[src/rtl/bdpc_pkg.sv]
// Shared types and constants for the button debounce and press classifier.
package bdpc_pkg;

    localparam int unsigned CfgW   = 16;
    localparam int unsigned TimeW  = 32;
    localparam int unsigned CfgIdxW = 2;

    typedef enum logic [CfgIdxW-1:0] {
        REG_DEBOUNCE  = 2'd0,
        REG_SHORT_MAX = 2'd1,
        REG_LONG      = 2'd2
    } t_cfg_idx;

    localparam logic [CfgW-1:0] DebounceRst = 16'd15;
    localparam logic [CfgW-1:0] ShortMaxRst = 16'd1000;
    localparam logic [CfgW-1:0] LongRst     = 16'd3000;

    typedef struct packed {
        logic [CfgW-1:0] debounce_ms;
        logic [CfgW-1:0] short_max_ms;
        logic [CfgW-1:0] long_ms;
    } t_cfg;

    typedef struct packed {
        logic press;
        logic short_press;
        logic release_ev;
        logic long_press;
        logic stable;
    } t_events;

endpackage

[src/rtl/button_debounce_press_classifier_top.sv]
// Top level: request channels, configuration registers and result register.
//
// Debouncer and short/long press classifier for one active-low button.
// Input channel (i_in_valid / o_in_ready): one request per poll, carrying
// the raw pin level (0 pressed) and a free-running 32-bit ms timestamp.
// Output channel (o_out_valid / i_out_ready): one result per request with
// press, short, release and long flags and the debounced level.
// Path: the accepting edge fills the input register; the state update and
// classification then read it, and the result register is loaded from them
// once it is free, so a stall keeps the request in the input register.
// Throughput: one request per cycle when unstalled; the state update is a single pass
// of three 32-bit subtract-and-compare paths, so the state loop closes each cycle.
// Stalls: if the receiver holds i_out_ready low, the result register holds
// and the input register keeps its request; o_in_ready drops only once both
// are full, and the state advances only as a request enters the result register.
// Reset (i_rst_n low, synchronous): both registers empty, button state
// released, timers disarmed, registers back to 15 / 1000 / 3000 ms.
// Configuration: write i_cfg_we with i_cfg_idx and i_cfg_data while idle;
// index 3 is ignored.
module button_debounce_press_classifier_top
    import bdpc_pkg::*;
(
    input  logic               i_clk,
    input  logic               i_rst_n,
    input  logic               i_cfg_we,
    input  logic [CfgIdxW-1:0] i_cfg_idx,
    input  logic [CfgW-1:0]    i_cfg_data,
    input  logic               i_in_valid,
    output logic               o_in_ready,
    input  logic               i_pin_level,
    input  logic [TimeW-1:0]   i_now_ms,
    output logic               o_out_valid,
    input  logic               i_out_ready,
    output logic               o_press_event,
    output logic               o_short_event,
    output logic               o_release_event,
    output logic               o_long_event,
    output logic               o_stable_out
);

    t_cfg             r_cfg;
    logic             r_in_vld;
    logic             r_pin;
    logic [TimeW-1:0] r_now;
    logic             r_out_vld;
    t_events          r_ev;
    t_events          ev;
    logic             out_free;
    logic             step;

    always_ff @(posedge i_clk) begin
        if (!i_rst_n) begin
            r_cfg.debounce_ms  <= DebounceRst;
            r_cfg.short_max_ms <= ShortMaxRst;
            r_cfg.long_ms      <= LongRst;
        end else if (i_cfg_we) begin
            unique case (i_cfg_idx)
                REG_DEBOUNCE:  r_cfg.debounce_ms  <= i_cfg_data;
                REG_SHORT_MAX: r_cfg.short_max_ms <= i_cfg_data;
                REG_LONG:      r_cfg.long_ms      <= i_cfg_data;
                default: ;
            endcase
        end
    end

    // result register can take a new value when empty or being drained
    assign out_free   = !r_out_vld || i_out_ready;
    assign step       = r_in_vld && out_free;
    assign o_in_ready = !r_in_vld || out_free;

    always_ff @(posedge i_clk) begin
        if (!i_rst_n) begin
            r_in_vld <= 1'b0;
        end else if (o_in_ready) begin
            r_in_vld <= i_in_valid;
        end
    end

    always_ff @(posedge i_clk) begin
        if (o_in_ready && i_in_valid) begin
            r_pin <= i_pin_level;
            r_now <= i_now_ms;
        end
    end

    bdpc_classifier u_classifier (
        .i_clk       (i_clk),
        .i_rst_n     (i_rst_n),
        .i_step      (step),
        .i_pin_level (r_pin),
        .i_now_ms    (r_now),
        .i_cfg       (r_cfg),
        .o_events    (ev)
    );

    always_ff @(posedge i_clk) begin
        if (!i_rst_n) begin
            r_out_vld <= 1'b0;
        end else if (out_free) begin
            r_out_vld <= r_in_vld;
        end
    end

    always_ff @(posedge i_clk) begin
        if (step) begin
            r_ev <= ev;
        end
    end

    assign o_out_valid     = r_out_vld;
    assign o_press_event   = r_ev.press;
    assign o_short_event   = r_ev.short_press;
    assign o_release_event = r_ev.release_ev;
    assign o_long_event    = r_ev.long_press;
    assign o_stable_out    = r_ev.stable;

    // a stalled result must not be overwritten
    a_out_hold: assert property (@(posedge i_clk) disable iff (!i_rst_n)
        r_out_vld && !i_out_ready |=> r_out_vld && $stable(r_ev))
        else $error("stalled result changed");

    // an accepted request is never dropped while the input register is full
    a_in_hold: assert property (@(posedge i_clk) disable iff (!i_rst_n)
        r_in_vld && !out_free |=> r_in_vld && $stable(r_now))
        else $error("pending request lost");

    // press and release never come together
    a_press_release: assert property (@(posedge i_clk) disable iff (!i_rst_n)
        r_out_vld |-> !(r_ev.press && r_ev.release_ev))
        else $error("press and release in one result");

endmodule

[src/rtl/bdpc_classifier.sv]
// Debounce and press classification state, updated once per request.
module bdpc_classifier
    import bdpc_pkg::*;
(
    input  logic             i_clk,
    input  logic             i_rst_n,
    input  logic             i_step,
    input  logic             i_pin_level,
    input  logic [TimeW-1:0] i_now_ms,
    input  t_cfg             i_cfg,
    output t_events          o_events
);

    logic             r_raw, n_raw;
    logic             r_settling, n_settling;
    logic [TimeW-1:0] r_settle_start, n_settle_start;
    logic             r_stable, n_stable;
    logic             r_armed, n_armed;
    logic [TimeW-1:0] r_press_start, n_press_start;

    logic             raw_chg;
    logic             settling_a;
    logic [TimeW-1:0] settle_diff;
    logic             settled;
    logic             edge_det;
    logic             ev_press, ev_release, ev_short, ev_long;
    logic [TimeW-1:0] hold;
    logic             armed_a;

    always_comb begin
        raw_chg        = i_pin_level != r_raw;
        n_raw          = i_pin_level;
        settling_a     = raw_chg | r_settling;
        n_settle_start = raw_chg ? i_now_ms : r_settle_start;
        settle_diff    = i_now_ms - n_settle_start;
        settled        = settling_a && (settle_diff >= {{(TimeW-CfgW){1'b0}}, i_cfg.debounce_ms});
        n_stable       = settled ? i_pin_level : r_stable;
        n_settling     = settling_a & ~settled;

        edge_det   = n_stable != r_stable;
        ev_press   = edge_det & ~n_stable;
        ev_release = edge_det & n_stable;

        // hold time is zero on the poll that starts the press
        hold     = ev_press ? '0 : (i_now_ms - r_press_start);
        ev_short = ev_release && (hold <= {{(TimeW-CfgW){1'b0}}, i_cfg.short_max_ms});

        armed_a  = ev_press | (r_armed & ~ev_release);
        ev_long  = armed_a && (hold >= {{(TimeW-CfgW){1'b0}}, i_cfg.long_ms});
        n_armed  = armed_a & ~ev_long;
        n_press_start = ev_press ? i_now_ms : r_press_start;

        o_events.press       = ev_press;
        o_events.short_press = ev_short;
        o_events.release_ev  = ev_release;
        o_events.long_press  = ev_long;
        o_events.stable      = n_stable;
    end

    always_ff @(posedge i_clk) begin
        if (!i_rst_n) begin
            r_raw          <= 1'b1;
            r_settling     <= 1'b0;
            r_settle_start <= '0;
            r_stable       <= 1'b1;
            r_armed        <= 1'b0;
            r_press_start  <= '0;
        end else if (i_step) begin
            r_raw          <= n_raw;
            r_settling     <= n_settling;
            r_settle_start <= n_settle_start;
            r_stable       <= n_stable;
            r_armed        <= n_armed;
            r_press_start  <= n_press_start;
        end
    end

    // short press only ever comes with a release
    a_short_needs_release: assert property (@(posedge i_clk) disable iff (!i_rst_n)
        i_step && ev_short |-> ev_release)
        else $error("short press without release");

    // no level change without a pending settle
    a_stable_needs_settle: assert property (@(posedge i_clk) disable iff (!i_rst_n)
        i_step && !r_settling && (i_pin_level == r_raw) |-> (n_stable == r_stable))
        else $error("stable level moved while not settling");

    // a press that does not fire long at once leaves the hold timer armed
    a_press_arms: assert property (@(posedge i_clk) disable iff (!i_rst_n)
        i_step && ev_press && !ev_long |=> r_armed)
        else $error("press did not arm hold timer");

    // long press needs the button held down
    a_long_when_down: assert property (@(posedge i_clk) disable iff (!i_rst_n)
        i_step && ev_long |-> !n_stable)
        else $error("long press while released");

endmodule

[config.mk]
export PLATFORM = sky130hd
export DESIGN_NAME = button_debounce_press_classifier_top
export DESIGN_NICKNAME = d
export VERILOG_FILES = /design/src/rtl/bdpc_pkg.sv /design/src/rtl/button_debounce_press_classifier_top.sv /design/src/rtl/bdpc_classifier.sv
export SDC_FILE = /design/constraint.sdc
export NUM_CORES = 1
export LEC_CHECK = 0
export ABC_AREA = 1
export BUFFER_PORTS_ARGS = -buffer_cell sky130_fd_sc_hd__buf_2
export CAP_MARGIN = 20
export CELL_PAD_IN_SITES_DETAIL_PLACEMENT = 1
export CELL_PAD_IN_SITES_GLOBAL_PLACEMENT = 1
export CORE_MARGIN = 5
export CORE_UTILIZATION = 35
export DETAILED_ROUTE_END_ITERATION = 10
export GPL_TIMING_DRIVEN = 0
export PLACE_DENSITY_LB_ADDON = 0.1
export SETUP_SLACK_MARGIN = 0.02
export SLEW_MARGIN = 20
export SYNTH_ARGS = -nofsm -noshare
export SYNTH_HDL_FRONTEND = slang
export SYNTH_SLANG_ARGS = --single-unit
[constraint.sdc]
create_clock -name i_clk -period 5.05 [get_ports i_clk]
set_input_delay 0.7575 -clock i_clk [delete_from_list [all_inputs] [get_ports i_clk]]
set_output_delay 0.7575 -clock i_clk [all_outputs]
set_load 0.05 [all_outputs]
**Yosys cells after proc, flatten, opt, wreduce, memory -nomap -nowiden**

Cells that the tools add are included.

- Add/sub/neg operators: 2
- $lt $le $gt $ge: 3
- Equal/unequal tests: 4
- Mux-type cells: 3
- Bitwise logic cells: 11
- Reductions and logical operators: 14

Operators by type and width:

| operator | number |
|---|---|
| $ge A32 B16 Y1 | 2 |
| $mux W32 | 2 |
| $sub A32 B32 Y32 | 2 |
| $le A32 B16 Y1 | 1 |
| $reduce_and A2 Y1 | 4 |
| $and A1 B1 Y1 | 5 |
| $logic_and A1 B1 Y1 | 5 |
| $not A1 Y1 | 4 |
| $eq A2 B1 Y1 const B | 1 |
| $eq A2 B2 Y1 const B | 1 |
| $logic_not A1 Y1 | 2 |
| $logic_not A2 Y1 | 1 |
| $logic_or A1 B1 Y1 | 2 |
| $ne A1 B1 Y1 | 2 |
| $or A1 B1 Y1 | 2 |
| $mux W1 | 1 |

- Bits in registers: 156
- Bits of input ports: 56
- Output and inout port bits: 7
- Logic and storage cells: 55

**Logic depth before layout (Yosys ltp)**

Gate-level depths: netlist (run 1).

- Word-level depth: 14
- Depth in mapped cells: 45
- Depth with buffers taken out: 43

**Hierarchy**

From an unflattened synthesis (run 1), not the netlist that was laid out.

- Cell total of the unflattened synthesis: 1696
- Area, all modules: 11648.7 um^2

Modules (own cells, without submodules):

| module | times used | cells an instance | area each (um^2) | seq. area each (um^2) |
|---|---|---|---|---|
| bdpc_classifier | 1 | 1366 | 8443.1 | 1361.3 |
| button_debounce_press_classifier_top | 1 | 330 | 3205.6 | 2142.1 |

**Worst setup path before layout (run 1)**

No wires, ideal clock.

- Path type: reg-to-reg
- From: register r_pin
- To: register r_ev (netlist bit o_long_event) (data pin)
- Setup time: 249 ps
- Arrival time: 5086 ps
- Data required time: 4801 ps
- Slack: -285 ps
- Stages on the path, launching flop included: 40
- Path buffers: 2
- Period minus slack after synthesis: 5335 ps
- Path through: edfxtp_1 nand2_1 nand2_4 buf_4 inv_4 buf_1 mux2i_1 ha_1 nand2_1 inv_1 nand2_2 inv_1 a21oi_1 nand2_2 xor2_1 ha_1 a21oi_1 o21ai_0 [4 not listed] nor2_1 nand2_2 nand4_4 inv_1 or2_2 ha_1 o21ai_0 nand2_1 o21ai_0 inv_1 nand2_1 nand2_1 nand2_1 nand2_1 nand2_1 nand3_1 nand2_1 inv_1

- Elaborated cells between the ends (all ways): 17
- Classes of those cells: 1 x add/sub; 2 x order compare; 2 x eq/ne; 3 x mux; 7 x bitwise; 2 x reduce/logical

RTL lines:

| what | line | source |
|---|---|---|
| start: declaration | button_debounce_press_classifier_top.sv:43 | `logic r_pin;` |
| start signal: assignment | button_debounce_press_classifier_top.sv:81 | `r_pin <= i_pin_level;` |
| $ne A1 B1 Y1 | bdpc_classifier.sv:31 | `raw_chg = i_pin_level != r_raw;` |
| $mux W32 | bdpc_classifier.sv:34 | `n_settle_start = raw_chg ? i_now_ms : r_settle_start;` |
| $sub A32 B32 Y32 | bdpc_classifier.sv:35 | `settle_diff = i_now_ms - n_settle_start;` |
| $ge A32 B16 Y1 | bdpc_classifier.sv:36 | `settled = settling_a && (settle_diff >= {{(TimeW-CfgW){1'b0}}, i_cfg.debounce_ms});` |
| $logic_and A1 B1 Y1 | bdpc_classifier.sv:36 |  |
| $mux W1 (*) | bdpc_classifier.sv:37 | `n_stable = settled ? i_pin_level : r_stable;` |
| $ne A1 B1 Y1 or $not A1 Y1 (tied branches) | bdpc_classifier.sv:40, bdpc_classifier.sv:41 |  |
| $and A1 B1 Y1 (*) | bdpc_classifier.sv:41 | `ev_press = edge_det & ~n_stable;` |
| via u_classifier.ev_press | bdpc_classifier.sv:26 | `logic ev_press, ev_release, ev_short, ev_long;` |
| $mux W32 | bdpc_classifier.sv:45 | `hold = ev_press ? '0 : (i_now_ms - r_press_start);` |
| $ge A32 B16 Y1 | bdpc_classifier.sv:49 | `ev_long = armed_a && (hold >= {{(TimeW-CfgW){1'b0}}, i_cfg.long_ms});` |
| $logic_and A1 B1 Y1 (*) | bdpc_classifier.sv:49 |  |
| via u_classifier.ev_long | bdpc_classifier.sv:26 |  |
| end signal: assignment | button_debounce_press_classifier_top.sv:106 | `r_ev <= ev;` |
| end: declaration | button_debounce_press_classifier_top.sv:46 | `t_events r_ev;` |

The timed path passes the listed nets; every way through them passes the cells marked *.
A chain may end at the register's enable or synchronous reset.

**Worst setup path in the final report (run 1)**

- From: register r_pin
- To: register r_ev (netlist bit o_short_event) (data pin)

- Cells in the longest elaborated chain, start to end: 11
- Elaborated cells between the ends (all ways): 14
- Classes of those cells: 1 x add/sub; 2 x order compare; 2 x eq/ne; 3 x mux; 4 x bitwise; 2 x reduce/logical

Ends and longest elaborated chain:

| what | line | source |
|---|---|---|
| $ne A1 B1 Y1 (*) | bdpc_classifier.sv:31 |  |
| $mux W32 (*) | bdpc_classifier.sv:34 |  |
| via u_classifier.n_settle_start[0] | bdpc_classifier.sv:16 | `logic [TimeW-1:0] r_settle_start, n_settle_start;` |
| $sub A32 B32 Y32 (*) | bdpc_classifier.sv:35 |  |
| $ge A32 B16 Y1 (*) | bdpc_classifier.sv:36 |  |
| $logic_and A1 B1 Y1 (*) | bdpc_classifier.sv:36 |  |
| $mux W1 (*) | bdpc_classifier.sv:37 |  |
| $ne A1 B1 Y1 or $not A1 Y1 (tied branches) | bdpc_classifier.sv:40, bdpc_classifier.sv:41 |  |
| $and A1 B1 Y1 (*) | bdpc_classifier.sv:41 |  |
| via u_classifier.ev_press | bdpc_classifier.sv:26 |  |
| $mux W32 (*) | bdpc_classifier.sv:45 |  |
| $le A32 B16 Y1 (*) | bdpc_classifier.sv:46 | `ev_short = ev_release && (hold <= {{(TimeW-CfgW){1'b0}}, i_cfg.short_max_ms});` |
| $logic_and A1 B1 Y1 (*) | bdpc_classifier.sv:46 |  |
| via u_classifier.ev_short | bdpc_classifier.sv:26 |  |

Marked as above.

==> impl_metrics.ini, run 1 <==
[sta]
fin_ws_ns = -0.417
fin_crit_ns = 5.47
setup_viol = 3
rsz0062_at_grt = yes
max_freq_mhz = 183
maxSlewViolCount = 0
max_slew.worst_pin.slew_ns = 1.05
finalHoldViolations = 0
finClkSkew_ns = 0.0154
maxSlewHeadroom_pct = 29.9
min_period_over_period_pct = 108
worst_hold_slack_ns = 0.461

[cells_and_area]
final_common_cell = nand2_1
drive_gt1_share_pct = 17.4
multi_input_area_um2 = 6800
nNetsFinal = 1843
ff_latch_area_um2 = 3500
n_fill_cell = 3927
final_cell_mix = nand2_1, inv_1, a21oi_1, o21ai_0, dfxtp_1
syn_to_final_growth_pct = 21.7
n_antenna_cell = 0

[worst_setup_path]
r2r_slack_ns = -0.42
cp.buffers_inverters = 8
rr_endpoint = o_short_event$_DFFE_PP_
cp_top_family = simple AND/OR/NAND/NOR gates
critPathCaptureType = register
crit_slowest_cell = edfxtp_1
reg2reg_depth = 40
critPathMaxFanout = 4
r2r-start = r_pin$_DFFE_PP_
startpoint_type = register
worst-endpoint-required_ns = 5.34
path_class = register to register
cpMostUsedCell = nand2_2
cp.arrival_ns = 5.76
cp_slowest_stage_delay_ns = 0.49

[die]
die_height_um = 188
fp.coreArea_um2 = 31300
num_rows = 65
dieArea_um2 = 35200
die_w_um = 188
io_pins = 63
start_util_pct = 35.3

[synth]
yosysSeqAreaShare_pct = 31.7
syn_avg_cell_area_um2 = 7.08
synth_seq_cells = 156
netlist_instances = 1560
synth_top_cell_area_share_pct = 21.4
yosysWarnings = 0
synth_area_leaders = dfxtp_1, ha_1, edfxtp_1, nand2_1, inv_1
yosysUniqueCellTypes = 48
synth_nets = 1715
yosys.area.top_type = dfxtp_1
syn_area_um2 = 11000

[route]
drc_errors = 0
drt_iter0_markers = 514
wire_per_inst_um = 19.0
drt-pass1-iter-count = 5
vias = 10800
totalWireLength_um = 40000
ant_nets = 0
via_per_inst = 5.15

[clock_network]
clockBufferDepth = 2
clk_latency_ns = 0.45
clockRootBuffer = clkbuf_16
cts_tree = built
cts_sinks = 156
cts.clk_slew.worst_paths_ns = 0.07
cts_max_level = 4
cts_buffers = 17

[run_status]
status = finished, violations left
violations = negative setup slack

[grt]
grt_usage_pct = 22.4
grt_pass1_wl_um = 61600
antenna_found_initial = 3
grt_pass1_vias = 11000
grt_max_degree = 25
grt-ovfl-total = 0

[placement]
pre_cts_ws_ns = -1.80
gp_routability_congestion = 0.860
io_buffer_count = 62
hpwl_um = 32300

[power_and_ir_drop]
peakVddDrop_v = 0.000347
p_per_area_nw_per_um2 = 320
p_leak_nw = 6.33

[hold_path]
hold_depth = 2
hold_class = register to register
hold_start = u_classifier.r_press_start[27]$_SDFFE_PN0P_
holdPathEnd = u_classifier.r_press_start[27]$_SDFFE_PN0P_

[flow_run]
max_cap_viol_count = 0
## repair_timing
action	CTS	global route
gates resized for setup	69	63
pin swaps	40	36
hold buffers	0	0
endpoints found under the hold margin	0	0
buffers inserted	25	21
setup endpoints to repair	38	16
## per-layer routing
layer  part of all wire (%)  vias to the layer above  wire, um  global-route usage, %
met4                    1.9                        0       743                   5.03
met2                     45                      164     18100                   36.1
met3                    3.2                       27      1300                   3.29
met5                      0                        -         0                      0
li1                       -                     5394         -                      -
met1                     50                     5243     19900                   31.9
## per-stage QoR
step	TNS (ns)	cells	util, %	area (um2)	power [mW]
6_report	-1.14	2103	42.9	13400	4.30
5_1_grt	-2.16	2103	42.9	13400	4.58
3_5_place_dp	-9.30	2025	38.0	11900	2.72
2_1_floorplan	0	1560	-	11100	2.32
4_1_cts	-1.80	2082	41.5	13000	4.22
3_3_place_gp	-5.07	2024	37.9	11900	2.68
## worst max path at each step
stage / cells past startpoint / start / endpoint
after floorplan: 39 / r_pin$_DFFE_PP_ / o_long_event$_DFFE_PP_
after global placement: 39 / r_pin$_DFFE_PP_ / o_short_event$_DFFE_PP_
after detailed placement: 39 / r_pin$_DFFE_PP_ / o_short_event$_DFFE_PP_
after CTS: 40 / r_pin$_DFFE_PP_ / o_short_event$_DFFE_PP_
after global routing: 39 / r_pin$_DFFE_PP_ / o_short_event$_DFFE_PP_
final: 40 / r_pin$_DFFE_PP_ / o_short_event$_DFFE_PP_
## cells by family after synthesis
logic type / Yosys count / share of synthesized area (%)
compound gates: 384 / 19.1
xor+xnor: 39 / 3.09
fa+ha+maj: 99 / 11.3
buf+inv: 323 / 11.3
flops: 156 / 31.7
mux: 17 / 1.54
simple gates: 542 / 22.0
## synth_stat cells (all sizes together)
cell type,count
o31ai,1
nor2,93
nor3b,1
nand4,18
a21boi,3
o21ai,149
fa,1
a221oi,2
xor2,19
a211oi,7
buf,11
and2,1
mux2i,17
o221a,1
o21a,5
a21oi,166
xnor2,20
clkbuf,30
dfxtp,118
nor3,21
a21o,8
nand2,323
nor4,5
o21bai,3
ha,98
or2,7
edfxtp,38
clkinv,1
inv,281
nand3,73
o211ai,39
## power breakdown
| part | total [mW] | internal, mW | switching (mW) |
|---|---|---|---|
| combinational | 1.51 | 0.580 | 0.933 |
| clock | 1.38 | 0.781 | 0.595 |
| sequential | 1.41 | 1.35 | 0.0596 |
## final cells by class
cell class / instances / area share [%]
clock buffers: 21 / 3.75
multi-input cells: 1081 / 50.6
repair buffers: 109 / 5.17
flip-flops and latches: 156 / 26.1
well taps: 402 / 3.74
inverters: 282 / 8.02
clock inverters: 11 / 0.847
plain buffers: 41 / 1.82
## registers in the layout, summed over array words and instances, names as in the netlist, 32 cells and up
name and cells:
u_classifier.r_press_start 32, r_now 32, u_classifier.r_settle_start 32, r_cfg 48
## worst register-to-register path, delay by kind of cell (launching register included)
| family | cells | cell delay [ns] |
|---|---|---|
| fa+ha+maj | 4 | 0.64 |
| simple gates | 22 | 2.62 |
| flops | 1 | 0.49 |
| xor+xnor | 1 | 0.17 |
| compound gates | 5 | 0.67 |
| buf+inv | 8 | 0.73 |
(Power assumes the default switching activity.)
==> run 2: changes to the inputs <==
BUFFER_PORTS_ARGS = -buffer_cell sky130_fd_sc_hd__clkbuf_2   (was -buffer_cell sky130_fd_sc_hd__buf_2)
==> impl_metrics.ini, run 2 (same netlist as run 1, synthesis figures left out) <==
[worst_setup_path]
critPathMaxFanout = 5
cp_slowest_stage_delay_ns = 0.48
path_class = register to register
worst-endpoint-required_ns = 5.35
crit_slowest_cell = edfxtp_1
cp.arrival_ns = 5.73
startpoint_type = register
critPathCaptureType = register

[clock_network]
clockRootBuffer = clkbuf_16
clockBufferDepth = 2
cts_max_level = 4
cts_tree = built
cts.clk_slew.worst_paths_ns = 0.07
cts_sinks = 156
cts_buffers = 17
clk_latency_ns = 0.46

[route]
drt-pass1-iter-count = 6
wire_per_inst_um = 19.0
drt_iter0_markers = 607
vias = 10700
via_per_inst = 5.10
ant_nets = 0
drc_errors = 0
totalWireLength_um = 40000

[placement]
io_buffer_count = 62
hpwl_um = 32000
pre_cts_ws_ns = -1.83
gp_routability_congestion = 0.879

[run_status]
status = finished, violations left
violations = negative setup slack

[die]
num_rows = 65
start_util_pct = 35.3
io_pins = 63
dieArea_um2 = 35200
fp.coreArea_um2 = 31300
die_w_um = 188
die_height_um = 188

[power_and_ir_drop]
p_leak_nw = 6.35
peakVddDrop_v = 0.000258
power_switching_mw = 1.61
p_comb_share_pct = 37.2
clkPwrFrac_pct = 29.3
p_per_area_nw_per_um2 = 313
swShare_pct = 38.2
power.share.sequential_pct = 33.5
power.internal_mw = 2.61

[cells_and_area]
final_common_cell = nand2_1
final_cell_mix = nand2_1, inv_1, a21oi_1, o21ai_0, dfxtp_1
regMostFlops = r_cfg
fin_util_pct = 43.0
drive_gt1_share_pct = 17.9
largest_reg_flops = 48
n_fill_cell = 3887
nNetsFinal = 1848
n_antenna_cell = 0
syn_to_final_growth_pct = 22.0

[sta]
max_slew.worst_pin.slew_ns = 0.988
maxSlewHeadroom_pct = 34.2
setup-tns-final_ns = -0.920
setup_viol = 3
max_freq_mhz = 184
fin_ws_ns = -0.379
finalHoldViolations = 0
rsz0062_at_grt = yes
finClkSkew_ns = 0.0156
fin_crit_ns = 5.43
min_period_over_period_pct = 107
maxSlewViolCount = 0
worst_hold_slack_ns = 0.462

[grt]
grt_pass1_wl_um = 61500
grt_usage_pct = 22.4
grt-ovfl-total = 0
antenna_found_initial = 3
grt_pass1_vias = 11100
grt_max_degree = 25

[flow_run]
max_cap_viol_count = 0

[hold_path]
hold_class = register to register
[run 2: path summary, 6_finish.rpt]
path                                                  to                                   startpoint  depth (start not counted)  slack, ns
max                              o_short_event$_DFFE_PP_                              r_pin$_DFFE_PP_                         37      -0.38
min          u_classifier.r_press_start[27]$_SDFFE_PN0P_  u_classifier.r_press_start[27]$_SDFFE_PN0P_                          2       0.46
max reg2reg                      o_short_event$_DFFE_PP_                              r_pin$_DFFE_PP_                         37      -0.38
min reg2reg  u_classifier.r_press_start[27]$_SDFFE_PN0P_  u_classifier.r_press_start[27]$_SDFFE_PN0P_                          2       0.46
[run 2: per-stage QoR]
| stage | instances | instance area, um2 | power, mW |
|---|---|---|---|
| 2_1_floorplan | 1560 | 11100 | 2.32 |
| 3_3_place_gp | 2024 | 11900 | 2.68 |
| 3_5_place_dp | 2025 | 11900 | 2.71 |
| 4_1_cts | 2084 | 13000 | 4.11 |
| 5_1_grt | 2108 | 13500 | 4.48 |
| 6_report | 2108 | 13500 | 4.22 |
[run 2: area by class of cell]
type	instances	area, um2	area share (%)
Multi-Input combinational cell	1081	6870	51.0
Sequential cell	156	3500	26.0
Inverter	282	1080	8.03
Timing Repair Buffer	114	729	5.42
Tap cell	402	503	3.74
Clock buffer	18	429	3.19
Buffer	41	241	1.79
Clock inverter	14	109	0.808
[run 2: power groups by stage]
| stage | registers, mW | logic [mW] | clock network, mW |
|---|---|---|---|
| 2_1_floorplan | 1.42 | 0.895 | 0 |
| 3_3_place_gp | 1.43 | 1.24 | 0 |
| 3_5_place_dp | 1.44 | 1.28 | 0 |
| 4_1_cts | 1.41 | 1.43 | 1.27 |
| 5_1_grt | 1.42 | 1.75 | 1.31 |
| 6_report | 1.41 | 1.57 | 1.24 |
[run 2: worst max-delay path, delay by kind of cell (launching register included)]
family | cells | cell delay [ns]
DFF | 1 | 0.48
AOI/OAI and AO/OA | 5 | 0.79
xor gates and xnor gates | 1 | 0.18
and+or+nand+nor | 21 | 2.58
buffers and inverters | 6 | 0.53
adders and majority gates | 4 | 0.69
[run 2: what timing repair did]
action                                  in CTS  in global routing
setup buffers                               26                 24
hold buffers                                 0                  0
cloned                                       1                  0
pin swaps                                   42                 43
resized for setup                           78                 54
endpoints found under the setup margin      38                 27
[run 2: routing by layer]
metal  part of all wire, %  wire [um]  vias to the layer above  track usage (%)
met5                     0          0                        -                0
met4                   1.6        620                        0             5.56
met3                   3.7       1480                       23             3.78
met2                    45      17900                      160             35.6
met1                    50      20000                     5155             31.6
li1                      -          -                     5403                -
